`config.mk`:
```
export PLATFORM = sky130hd
export DESIGN_NAME = section_filter_slot_manager_top_flat
export DESIGN_NICKNAME = d
export VERILOG_FILES = /design/src/rtl/sfsm_pkg.sv /design/src/rtl/sfsm_if.sv /design/src/rtl/sfsm_ram.sv /design/src/rtl/section_filter_slot_manager_top.sv /design/src/flat_wrapper.sv
export SDC_FILE = /design/constraint.sdc
export NUM_CORES = 2
export LEC_CHECK = 0
export ABC_AREA = 1
export ABC_CLOCK_PERIOD_IN_PS = 4000
export BUFFER_PORTS_ARGS = -buffer_cell sky130_fd_sc_hd__buf_2
export CORE_ASPECT_RATIO = 0.7
export CORE_MARGIN = 2
export CORE_UTILIZATION = 50
export DETAILED_ROUTE_END_ITERATION = 8
export PLACE_DENSITY = 0.7
export SYNTH_ARGS = -nofsm -noshare
export SYNTH_HDL_FRONTEND = slang
export SYNTH_SLANG_ARGS = --single-unit
```
`constraint.sdc`:
```
create_clock -name clk -period 4 [get_ports clk]
set_clock_uncertainty 0.15 [all_clocks]
set_input_delay 0.2 -clock clk [delete_from_list [all_inputs] [get_ports clk]]
set_output_delay 0.2 -clock clk [all_outputs]
set_load 0.03 [all_outputs]
```
`src/rtl/sfsm_pkg.sv`:
```
`timescale 1ns / 1ps
// Shared types and constants for the section-filter slot manager.
// No dependencies; the top level and the checker import this package.
package sfsm_pkg;

    // request operation codes
    localparam logic [2:0] MODE_ALLOC = 3'd0;
    localparam logic [2:0] MODE_FREE  = 3'd1;
    localparam logic [2:0] MODE_SET   = 3'd2;
    localparam logic [2:0] MODE_START = 3'd3;
    localparam logic [2:0] MODE_STOP  = 3'd4;

    // response status codes
    localparam logic [2:0] ST_OK         = 3'd0;
    localparam logic [2:0] ST_REFUSED    = 3'd1;
    localparam logic [2:0] ST_INVALID    = 3'd2;
    localparam logic [2:0] ST_STOP_FIRST = 3'd3;
    localparam logic [2:0] ST_SET_FIRST  = 3'd4;

    // slot flag bit positions
    localparam int FLAG_INIT    = 0;
    localparam int FLAG_SET     = 1;
    localparam int FLAG_STARTED = 2;
    localparam int FLAG_STOPPED = 3;

    localparam logic [15:0] PID_MAX           = 16'h1FFF;
    localparam logic [31:0] ILLEGAL_OWNER_RST = 32'hFFFF_FFFF;

    typedef struct packed {
        logic [2:0]  mode;
        logic [7:0]  acs_id;
        logic [31:0] owner_handle;
        logic [15:0] pid;
        logic [7:0]  slot;
        logic [7:0]  pattern_length;
        logic        one_shot;
    } req_t;

    typedef struct packed {
        logic [2:0] status;
        logic [4:0] granted_slot;
        logic       engine_start;
        logic       engine_stop;
        logic       engine_load;
        logic       engine_restart;
    } rsp_t;

    // per-slot owner and PID, written on allocate
    typedef struct packed {
        logic [31:0] owner;
        logic [12:0] pid;
    } meta_t;

    // per-slot mode, length and state flags
    typedef struct packed {
        logic       one_shot;
        logic [4:0] length;
        logic [3:0] flags;
    } ctl_t;

endpackage

```
`src/rtl/sfsm_if.sv`:
```
`timescale 1ns / 1ps
// Channel interfaces: request, response and configuration write.
// No dependencies.
interface sfsm_req_if;
    logic        valid;
    logic        ready;
    logic [2:0]  mode;
    logic [7:0]  acs_id;
    logic [31:0] owner_handle;
    logic [15:0] pid;
    logic [7:0]  slot;
    logic [7:0]  pattern_length;
    logic        one_shot;

    modport source (output valid, mode, acs_id, owner_handle, pid, slot, pattern_length,
                     one_shot, input ready);
    modport sink (input valid, mode, acs_id, owner_handle, pid, slot, pattern_length,
                   one_shot, output ready);
endinterface

interface sfsm_rsp_if;
    logic       valid;
    logic       ready;
    logic [2:0] status;
    logic [4:0] granted_slot;
    logic       engine_start;
    logic       engine_stop;
    logic       engine_load;
    logic       engine_restart;

    modport source (output valid, status, granted_slot, engine_start, engine_stop,
                     engine_load, engine_restart, input ready);
    modport sink (input valid, status, granted_slot, engine_start, engine_stop,
                   engine_load, engine_restart, output ready);
endinterface

interface sfsm_cfg_if;
    logic        valid;
    logic        ready;
    logic [31:0] illegal_owner;

    modport source (output valid, illegal_owner, input ready);
    modport sink (input valid, illegal_owner, output ready);
endinterface

```
`src/rtl/sfsm_ram.sv`:
```
`timescale 1ns / 1ps
// Generic single-write, single-read RAM with registered read data.
// No dependencies.
module sfsm_ram #(
    parameter int WIDTH = 8,
    parameter int DEPTH = 32
) (
    input  logic                                  clk,
    input  logic                                  we,
    input  logic [(DEPTH > 1 ? $clog2(DEPTH) : 1)-1:0] waddr,
    input  logic [WIDTH-1:0]                      wdata,
    input  logic [(DEPTH > 1 ? $clog2(DEPTH) : 1)-1:0] raddr,
    output logic [WIDTH-1:0]                      rdata
);

    logic [WIDTH-1:0] mem [DEPTH];
    logic [WIDTH-1:0] rdata_reg;

    always_ff @(posedge clk)
    begin
        if (we)
        begin
            mem[waddr] <= wdata;
        end
        rdata_reg <= mem[raddr];
    end

    assign rdata = rdata_reg;

endmodule

```
`src/rtl/section_filter_slot_manager_top.sv`:
```
`timescale 1ns / 1ps
// Section-filter slot manager, top level. Uses sfsm_pkg, sfsm_if, sfsm_ram.
// Sequence, accept to response valid: allocate scans every slot (one RAM read per slot
//   in the free-slot / PID-count scan), drains, then decides; free/set/start/stop read the
//   slot, then execute; a request refused on its arguments alone goes straight to the response.
// Throughput: one request at a time, req.ready high only while idle; the response waits for a free response register.
// Reset (rst_n, async, active low): all slots unused, illegal_owner all ones; RAMs uncleared.
module section_filter_slot_manager_top
    import sfsm_pkg::*;
#(
    parameter int SLOTS         = 32,
    parameter int PER_PID_LIMIT = 8,
    parameter int ACS_COUNT     = 2,
    parameter int MAX_PATTERN   = 16
) (
    input  logic      clk,
    input  logic      rst_n,
    sfsm_req_if.sink   req,
    sfsm_rsp_if.source rsp,
    sfsm_cfg_if.sink   cfg
);

    localparam int IDX_W = (SLOTS > 1) ? $clog2(SLOTS) : 1;
    localparam int CNT_W = $clog2(SLOTS + 1);

    typedef enum logic [2:0] {
        S_IDLE,
        S_SCAN,
        S_DRAIN,
        S_AEND,
        S_LOOK,
        S_EXEC,
        S_RESP
    } state_t;

    state_t              state_reg, state_next;
    req_t                req_reg, req_next;
    rsp_t                res_reg, res_next;
    rsp_t                rsp_data_reg, rsp_data_next;
    logic                rsp_valid_reg, rsp_valid_next;
    logic [31:0]         illegal_reg, illegal_next;
    logic [SLOTS-1:0]    used_reg, used_next;

    // allocate scan: address issue counter, delayed check index, result trackers
    logic [IDX_W-1:0]    scan_idx_reg, scan_idx_next;
    logic [IDX_W-1:0]    chk_idx_reg, chk_idx_next;
    logic                chk_vld_reg, chk_vld_next;
    logic [IDX_W-1:0]    free_idx_reg, free_idx_next;
    logic                found_reg, found_next;
    logic [CNT_W-1:0]    count_reg, count_next;

    // slot RAM ports
    logic                meta_we, ctl_we;
    logic [IDX_W-1:0]    waddr, raddr;
    meta_t               meta_wdata, meta_rdata;
    ctl_t                ctl_wdata, ctl_rdata;

    logic [IDX_W-1:0]    slot_idx;
    logic                slot_ok;
    logic                running;

    sfsm_ram #(.WIDTH($bits(meta_t)), .DEPTH(SLOTS)) u_meta_ram (
        .clk   (clk),
        .we    (meta_we),
        .waddr (waddr),
        .wdata (meta_wdata),
        .raddr (raddr),
        .rdata (meta_rdata)
    );

    sfsm_ram #(.WIDTH($bits(ctl_t)), .DEPTH(SLOTS)) u_ctl_ram (
        .clk   (clk),
        .we    (ctl_we),
        .waddr (waddr),
        .wdata (ctl_wdata),
        .raddr (raddr),
        .rdata (ctl_rdata)
    );

    // config writes are to be issued only while idle, which the block does not enforce; they are always taken
    assign cfg.ready = 1'b1;
    assign req.ready = (state_reg == S_IDLE);

    assign rsp.valid          = rsp_valid_reg;
    assign rsp.status         = rsp_data_reg.status;
    assign rsp.granted_slot   = rsp_data_reg.granted_slot;
    assign rsp.engine_start   = rsp_data_reg.engine_start;
    assign rsp.engine_stop    = rsp_data_reg.engine_stop;
    assign rsp.engine_load    = rsp_data_reg.engine_load;
    assign rsp.engine_restart = rsp_data_reg.engine_restart;

    // target slot of free/set/start/stop; range was checked at accept
    assign slot_idx = req_reg.slot[IDX_W-1:0];
    // a used slot whose stored owner became illegal is treated as invalid
    assign slot_ok  = used_reg[slot_idx] && (meta_rdata.owner != illegal_reg);
    assign running  = ctl_rdata.flags[FLAG_STARTED] && !ctl_rdata.flags[FLAG_STOPPED];

    always_comb
    begin
        state_next     = state_reg;
        req_next       = req_reg;
        res_next       = res_reg;
        rsp_data_next  = rsp_data_reg;
        rsp_valid_next = rsp_valid_reg;
        illegal_next   = illegal_reg;
        used_next      = used_reg;
        scan_idx_next  = scan_idx_reg;
        chk_idx_next   = chk_idx_reg;
        chk_vld_next   = 1'b0;
        free_idx_next  = free_idx_reg;
        found_next     = found_reg;
        count_next     = count_reg;
        meta_we        = 1'b0;
        ctl_we         = 1'b0;
        waddr          = slot_idx;
        raddr          = scan_idx_reg;
        meta_wdata     = '{owner: req_reg.owner_handle, pid: req_reg.pid[12:0]};
        ctl_wdata      = ctl_rdata;

        if (cfg.valid)
        begin
            illegal_next = cfg.illegal_owner;
        end

        if (rsp_valid_reg && rsp.ready)
        begin
            rsp_valid_next = 1'b0;
        end

        // scan check stage: RAM data for chk_idx arrived this cycle
        if (chk_vld_reg)
        begin
            if (!used_reg[chk_idx_reg])
            begin
                if (!found_reg)
                begin
                    free_idx_next = chk_idx_reg;
                    found_next    = 1'b1;
                end
            end
            else if (meta_rdata.pid == req_reg.pid[12:0])
            begin
                count_next = count_reg + 1'b1;
            end
        end

        unique case (state_reg)
            S_IDLE:
            begin
                if (req.valid)
                begin
                    req_next = '{mode: req.mode, acs_id: req.acs_id,
                                 owner_handle: req.owner_handle, pid: req.pid,
                                 slot: req.slot, pattern_length: req.pattern_length,
                                 one_shot: req.one_shot};
                    res_next = '0;
                    if (req.mode == MODE_ALLOC)
                    begin
                        if (({1'b0, req.acs_id} >= 9'(ACS_COUNT)) ||
                            (req.owner_handle == illegal_reg) || (req.pid > PID_MAX))
                        begin
                            res_next.status = ST_REFUSED;
                            state_next      = S_RESP;
                        end
                        else
                        begin
                            scan_idx_next = '0;
                            found_next    = 1'b0;
                            count_next    = '0;
                            free_idx_next = '0;
                            state_next    = S_SCAN;
                        end
                    end
                    else if ((req.mode > MODE_STOP) || ({1'b0, req.slot} >= 9'(SLOTS)))
                    begin
                        res_next.status = ST_INVALID;
                        state_next      = S_RESP;
                    end
                    else
                    begin
                        state_next = S_LOOK;
                    end
                end
            end

            S_SCAN:
            begin
                raddr         = scan_idx_reg;
                chk_idx_next  = scan_idx_reg;
                chk_vld_next  = 1'b1;
                scan_idx_next = scan_idx_reg + 1'b1;
                if (scan_idx_reg == IDX_W'(SLOTS - 1))
                begin
                    state_next = S_DRAIN;
                end
            end

            S_DRAIN:
            begin
                // last slot is checked this cycle
                state_next = S_AEND;
            end

            S_AEND:
            begin
                if (!found_reg || (10'(count_reg) >= 10'(PER_PID_LIMIT)))
                begin
                    res_next.status = ST_REFUSED;
                end
                else
                begin
                    waddr                   = free_idx_reg;
                    meta_we                 = 1'b1;
                    ctl_we                  = 1'b1;
                    ctl_wdata               = '0;
                    ctl_wdata.flags[FLAG_INIT] = 1'b1;
                    used_next[free_idx_reg] = 1'b1;
                    res_next.status         = ST_OK;
                    res_next.granted_slot   = 5'(free_idx_reg);
                end
                state_next = S_RESP;
            end

            S_LOOK:
            begin
                raddr      = slot_idx;
                state_next = S_EXEC;
            end

            S_EXEC:
            begin
                state_next = S_RESP;
                if (!slot_ok)
                begin
                    res_next.status = ST_INVALID;
                end
                else
                begin
                    unique case (req_reg.mode)
                        MODE_FREE:
                        begin
                            if (running)
                            begin
                                res_next.status = ST_STOP_FIRST;
                            end
                            else
                            begin
                                // flags are rewritten on the next allocate
                                used_next[slot_idx] = 1'b0;
                            end
                        end
                        MODE_SET:
                        begin
                            if (req_reg.pattern_length > 8'(MAX_PATTERN))
                            begin
                                res_next.status = ST_INVALID;
                            end
                            else
                            begin
                                res_next.engine_load    = 1'b1;
                                res_next.engine_restart = running;
                                ctl_we                  = 1'b1;
                                ctl_wdata.one_shot      = req_reg.one_shot;
                                ctl_wdata.length        = req_reg.pattern_length[4:0];
                                ctl_wdata.flags[FLAG_SET] = 1'b1;
                            end
                        end
                        MODE_START:
                        begin
                            if (!ctl_rdata.flags[FLAG_SET])
                            begin
                                res_next.status = ST_SET_FIRST;
                            end
                            else if (!ctl_rdata.flags[FLAG_STARTED])
                            begin
                                res_next.engine_start         = 1'b1;
                                ctl_we                        = 1'b1;
                                ctl_wdata.flags[FLAG_STARTED] = 1'b1;
                            end
                        end
                        MODE_STOP:
                        begin
                            if (!ctl_rdata.flags[FLAG_STOPPED])
                            begin
                                res_next.engine_stop          = 1'b1;
                                ctl_we                        = 1'b1;
                                ctl_wdata.flags[FLAG_STOPPED] = 1'b1;
                            end
                        end
                        default:
                        begin
                            res_next.status = ST_INVALID;
                        end
                    endcase
                end
            end

            S_RESP:
            begin
                if (!rsp_valid_reg || rsp.ready)
                begin
                    rsp_data_next  = res_reg;
                    rsp_valid_next = 1'b1;
                    state_next     = S_IDLE;
                end
            end

            default:
            begin
                state_next = S_IDLE;
            end
        endcase
    end

    always_ff @(posedge clk or negedge rst_n)
    begin
        if (!rst_n)
        begin
            state_reg     <= S_IDLE;
            req_reg       <= '0;
            res_reg       <= '0;
            rsp_data_reg  <= '0;
            rsp_valid_reg <= 1'b0;
            illegal_reg   <= ILLEGAL_OWNER_RST;
            used_reg      <= '0;
            scan_idx_reg  <= '0;
            chk_idx_reg   <= '0;
            chk_vld_reg   <= 1'b0;
            free_idx_reg  <= '0;
            found_reg     <= 1'b0;
            count_reg     <= '0;
        end
        else
        begin
            state_reg     <= state_next;
            req_reg       <= req_next;
            res_reg       <= res_next;
            rsp_data_reg  <= rsp_data_next;
            rsp_valid_reg <= rsp_valid_next;
            illegal_reg   <= illegal_next;
            used_reg      <= used_next;
            scan_idx_reg  <= scan_idx_next;
            chk_idx_reg   <= chk_idx_next;
            chk_vld_reg   <= chk_vld_next;
            free_idx_reg  <= free_idx_next;
            found_reg     <= found_next;
            count_reg     <= count_next;
        end
    end

endmodule

```
`src/flat_wrapper.sv`:
```
// flat-port wrapper written by rule: the top's interface ports become plain ports
module section_filter_slot_manager_top_flat import sfsm_pkg::*;
#(
    parameter int SLOTS         = 32,
    parameter int PER_PID_LIMIT = 8,
    parameter int ACS_COUNT     = 2,
    parameter int MAX_PATTERN   = 16
)
  (clk, rst_n, req_valid, req_mode, req_acs_id, req_owner_handle, req_pid, req_slot, req_pattern_length, req_one_shot, req_ready, rsp_valid, rsp_status, rsp_granted_slot, rsp_engine_start, rsp_engine_stop, rsp_engine_load, rsp_engine_restart, rsp_ready, cfg_valid, cfg_illegal_owner, cfg_ready);
  sfsm_req_if req_i ();
  sfsm_rsp_if rsp_i ();
  sfsm_cfg_if cfg_i ();
  input  logic clk;
  input  logic rst_n;
  input wire logic [$bits(req_i.valid)-1:0] req_valid;
  input wire logic [$bits(req_i.mode)-1:0] req_mode;
  input wire logic [$bits(req_i.acs_id)-1:0] req_acs_id;
  input wire logic [$bits(req_i.owner_handle)-1:0] req_owner_handle;
  input wire logic [$bits(req_i.pid)-1:0] req_pid;
  input wire logic [$bits(req_i.slot)-1:0] req_slot;
  input wire logic [$bits(req_i.pattern_length)-1:0] req_pattern_length;
  input wire logic [$bits(req_i.one_shot)-1:0] req_one_shot;
  output wire logic [$bits(req_i.ready)-1:0] req_ready;
  output wire logic [$bits(rsp_i.valid)-1:0] rsp_valid;
  output wire logic [$bits(rsp_i.status)-1:0] rsp_status;
  output wire logic [$bits(rsp_i.granted_slot)-1:0] rsp_granted_slot;
  output wire logic [$bits(rsp_i.engine_start)-1:0] rsp_engine_start;
  output wire logic [$bits(rsp_i.engine_stop)-1:0] rsp_engine_stop;
  output wire logic [$bits(rsp_i.engine_load)-1:0] rsp_engine_load;
  output wire logic [$bits(rsp_i.engine_restart)-1:0] rsp_engine_restart;
  input wire logic [$bits(rsp_i.ready)-1:0] rsp_ready;
  input wire logic [$bits(cfg_i.valid)-1:0] cfg_valid;
  input wire logic [$bits(cfg_i.illegal_owner)-1:0] cfg_illegal_owner;
  output wire logic [$bits(cfg_i.ready)-1:0] cfg_ready;
  assign req_i.valid = req_valid;
  assign req_i.mode = req_mode;
  assign req_i.acs_id = req_acs_id;
  assign req_i.owner_handle = req_owner_handle;
  assign req_i.pid = req_pid;
  assign req_i.slot = req_slot;
  assign req_i.pattern_length = req_pattern_length;
  assign req_i.one_shot = req_one_shot;
  assign req_ready = req_i.ready;
  assign rsp_valid = rsp_i.valid;
  assign rsp_status = rsp_i.status;
  assign rsp_granted_slot = rsp_i.granted_slot;
  assign rsp_engine_start = rsp_i.engine_start;
  assign rsp_engine_stop = rsp_i.engine_stop;
  assign rsp_engine_load = rsp_i.engine_load;
  assign rsp_engine_restart = rsp_i.engine_restart;
  assign rsp_i.ready = rsp_ready;
  assign cfg_i.valid = cfg_valid;
  assign cfg_i.illegal_owner = cfg_illegal_owner;
  assign cfg_ready = cfg_i.ready;
  section_filter_slot_manager_top #(.SLOTS(SLOTS), .PER_PID_LIMIT(PER_PID_LIMIT), .ACS_COUNT(ACS_COUNT), .MAX_PATTERN(MAX_PATTERN)) u_core (.clk(clk), .rst_n(rst_n), .req(req_i), .rsp(rsp_i), .cfg(cfg_i));
endmodule
```
==> results.yml <==
outcome:
  status: "complete, no violations"
global_route:
  grt_antenna_before_repair: 3
  grt_use_total_pct: 27.9
  grt_overflow: 0
  grt_pass1_wl_um: 316000
  grt_pass1_vias: 49700
  grt_max_degree: 140
drt:
  drt-initial-drc-count: 7374
  drc: 0
  vias: 52700
  first_pass_iters: 6
  drtAntennaViolNets: 0
  wl_per_cell_um: 23.3
  postRouteWirelength_um: 211000
  via_per_inst: 5.81
setup_path:
  endpoint_kind: "flip-flop"
  r2r-start: "u_core.state_reg[2]$_DFFE_PN0P_"
  cpPeakStageDelay_ns: 0.59
  worst_setup_path_start_kind: "flip-flop"
  cpLargestDelayFamily: "simple AND/OR/NAND/NOR gates"
  reg2reg_setup_slack_ns: 0.25
  cp_num_buf_inv: 2
  worstPathArrival_ns: 4.10
  slowest_stage: "nor2_4"
  crit_chain: "nor3_2 > nand2_1 > nand3_4 > nor2_1 > a21oi_1 > inv_1 > nor3_2 > nand2_1 > nor2_4 > buf_12"
  worst-path-max-fanout: 14
  required_ns: 4.36
  critPathLaunch: "u_core.state_reg[2]$_DFFE_PN0P_"
  critical_path_class: "flip-flop to flip-flop"
logic_synthesis:
  yosysWarningCount: 0
  syn_area_um2: 73500
  ys_types: 42
  synthAdderAreaFrac_pct: 0.0681
  avgSynthCellArea_um2: 11.0
  ys_seq_area_share_pct: 70.1
  synthCells: 6659
  ys_ff_latch: 1760
  synth_compound_area_share_pct: 6.80
  synth_xor_area_share_pct: 0.286
  syn_nets: 6776
  synth_top_family_by_area: "simple AND/OR/NAND/NOR gates"
  synth.mux.area_fraction_pct: 0.0766
  synth-simple-area-share_pct: 18.3
finish:
  top_register: "u_core.u_meta_ram.mem"
  instances_no_fill: 9063
  drive_above_1_share_pct: 9.51
  antenna_cells: 0
  largest_register_ff_count: 1440
  area_growth_pct: 15.9
  top_regs: "u_core.u_meta_ram.mem x1440, u_core.u_ctl_ram.mem x96"
  nNetsFinal: 7074
sta:
  slew_violations: 0
  finalCritPeriodShare_pct: 93.7
  finalSetupViolations: 0
  tightest_slew_ns: 1.21
  slew-limit-headroom_pct: 19.6
  rsz0062_at_grt: "false"
  final-hold-violation-count: 0
  fin_crit_ns: 3.75
  fmax_mhz: 267
  tns_ns: 0
clocking:
  cts_root_buffer: "clkbuf_16"
  clock_path_buffers: 3
  cts_buffers: 167
  worstSkewPairLatency_ns: 0.81
  cts_tree: "built"
  cts_resized: 0
  cts.clk_slew.worst_paths_ns: 0.06
  cts_max_level: 4
  clkSinkCount: 1760
worst_hold_path:
  hold_class: "input port to flip-flop"
  min_from: "req_owner_handle[27]"
die:
  fp.dieH_um: 325
  core_um2: 146000
  num_rows: 117
  die_area_um2: 150000
  ios: 128
  dieWidth_um: 462
  start_util_pct: 50.5
power_and_ir_drop:
  p_total_mw: 68.5
  ir_drop_mv: 0.864
  leakage_nw: 32.8
  p_per_area_nw_per_um2: 803
placement:
  post-place-cells: 8557
  gp_congestion: 0.870
  io_buffers: 124
  dp_hpwl_um: 113000
job:
  drv_cap: 0
==> routing by layer <==
layer	share of wire, %	track usage (%)	vias to the layer above
li1	-	-	23600
met1	40	39.9	25600
met2	45	42.4	3148
met3	12	6.49	360
met4	2.7	8.64	2
met5	0.0071	0	-
==> cell usage after synthesis <==
cell type  instances  area, um2
nor4_1             2       12.5
dfrtp_1          144       3600
nor3_1            14       70.1
o211ai_1         192       1440
nand3_2            1       10.0
inv_2              8       30.0
nor3_2             5       50.1
a21o_1           144       1080
buf_2            124        621
inv_1            417       1570
o21ai_4            1       16.3
a21oi_1           36        180
clkbuf_1         201        754
a21boi_0           1       7.51
and3_1             2       12.5
a22oi_1            1       7.51
buf_6              1       11.3
o22ai_1            3       18.8
nand4_1           47        294
ha_1               4       50.1
dfstp_2           32        841
clkinv_1           4       15.0
buf_1             44        165
edfxtp_1        1536      46100
nand2_2            2       12.5
buf_4             11       82.6
xor2_1             6       52.6
or2_2             10       62.6
o21ai_1           59        295
xnor2_1           18        158
dfxtp_1           48        961
o21ai_0          379       1900
mux2_2             5       56.3
nor3b_2            1       12.5
nand3_1          855       4280
conb_1             1       3.75
o21ai_2            3       26.3
nand2_1         2000       7510
o221ai_1           1       8.76
nor2_1           293       1100
o21a_1             1       7.51
a211oi_1           2       15.0
==> worst min-delay path: cells and delay by family <==
| family | cells | cell delay, ns |
|---|---|---|
| simple gates | 2 | 0.11 |
| buf+inv | 2 | 0.65 |
==> per-stage QoR <==
stage	utilization [%]	area (um2)	hold WS [ns]	worst slack (ns)
2_1_floorplan	-	73600	-0.246	0.518
3_3_place_gp	53.4	77800	0.170	0.439
6_report	58.5	85200	0.0463	0.252
3_5_place_dp	53.4	77800	0.170	0.378
4_1_cts	58.5	85200	0.00375	0.351
5_1_grt	58.5	85200	0.0724	0.165
==> area by class of cell <==
type,instances,area [um2]
inverters,429,1630
multi-input cells,4089,19100
clock inverters,80,774
flip-flops and latches,1760,51500
repair buffers,510,5070
clock buffers,232,4720
fillers,11400,60400
well taps,1963,2460
==> layout by cell type, fill, tap and decap left out, types with 6 or more instances in the layout <==
master / count
nor2_1: 259
dfrtp_1: 144
a21oi_1: 36
clkbuf_1: 36
o21ai_4: 6
buf_12: 83
xnor2_1: 18
o21ai_0: 375
edfxtp_1: 1536
bufinv_16: 13
clkbuf_16: 170
buf_4: 109
clkbuf_8: 23
inv_1: 416
dfstp_2: 32
a21o_1: 144
nand2_1: 2000
buf_2: 123
nor2_4: 33
or2_2: 10
inv_6: 8
clkinv_1: 29
dfxtp_1: 48
clkinv_2: 24
nor3_1: 14
nand4_1: 47
xor2_1: 6
o211ai_1: 192
inv_2: 7
nand3_1: 855
dlygate4sd3_1: 193
o21ai_1: 60
==> final timing paths <==
path	endpoint	cells after the start
max in group asynchronous	u_core.free_idx_reg[4]$_DFF_PN0_	4
min in group asynchronous	u_core.count_reg[0]$_DFF_PN0_	4
worst max-delay path	u_core.u_meta_ram.mem[4][16]$_DFFE_PP_	10
worst min register to register	u_core.req_reg[5]$_DFFE_PN0P_	2
worst max register to register	u_core.u_meta_ram.mem[4][16]$_DFFE_PP_	10
worst min-delay path	u_core.meta_wdata[40]$_DFFE_PN0P_	4
==> cell families after synthesis <==
group	count (synthesis)
compound gates	823
xor+xnor	24
fa+ha+maj	4
buf+inv	810
flops	1760
mux	5
other cells	1
simple gates	3232
==> repair_timing <==
action,CTS,global route
setup endpoints to repair,0,0
buffers inserted,0,0
hold buffers,194,0
endpoints found under the hold margin,243,0
==> report_power, final <==
| part | leakage (nW) | switching, mW | internal (mW) | total [mW] |
|---|---|---|---|---|
| Combinational | 13.5 | 18.1 | 7.99 | 26.1 |
| Clock | 2.71 | 6.88 | 9.11 | 16.0 |
| Sequential | 16.5 | 2.50 | 23.9 | 26.4 |
Note: power is estimated with default switching activity, not from simulation.
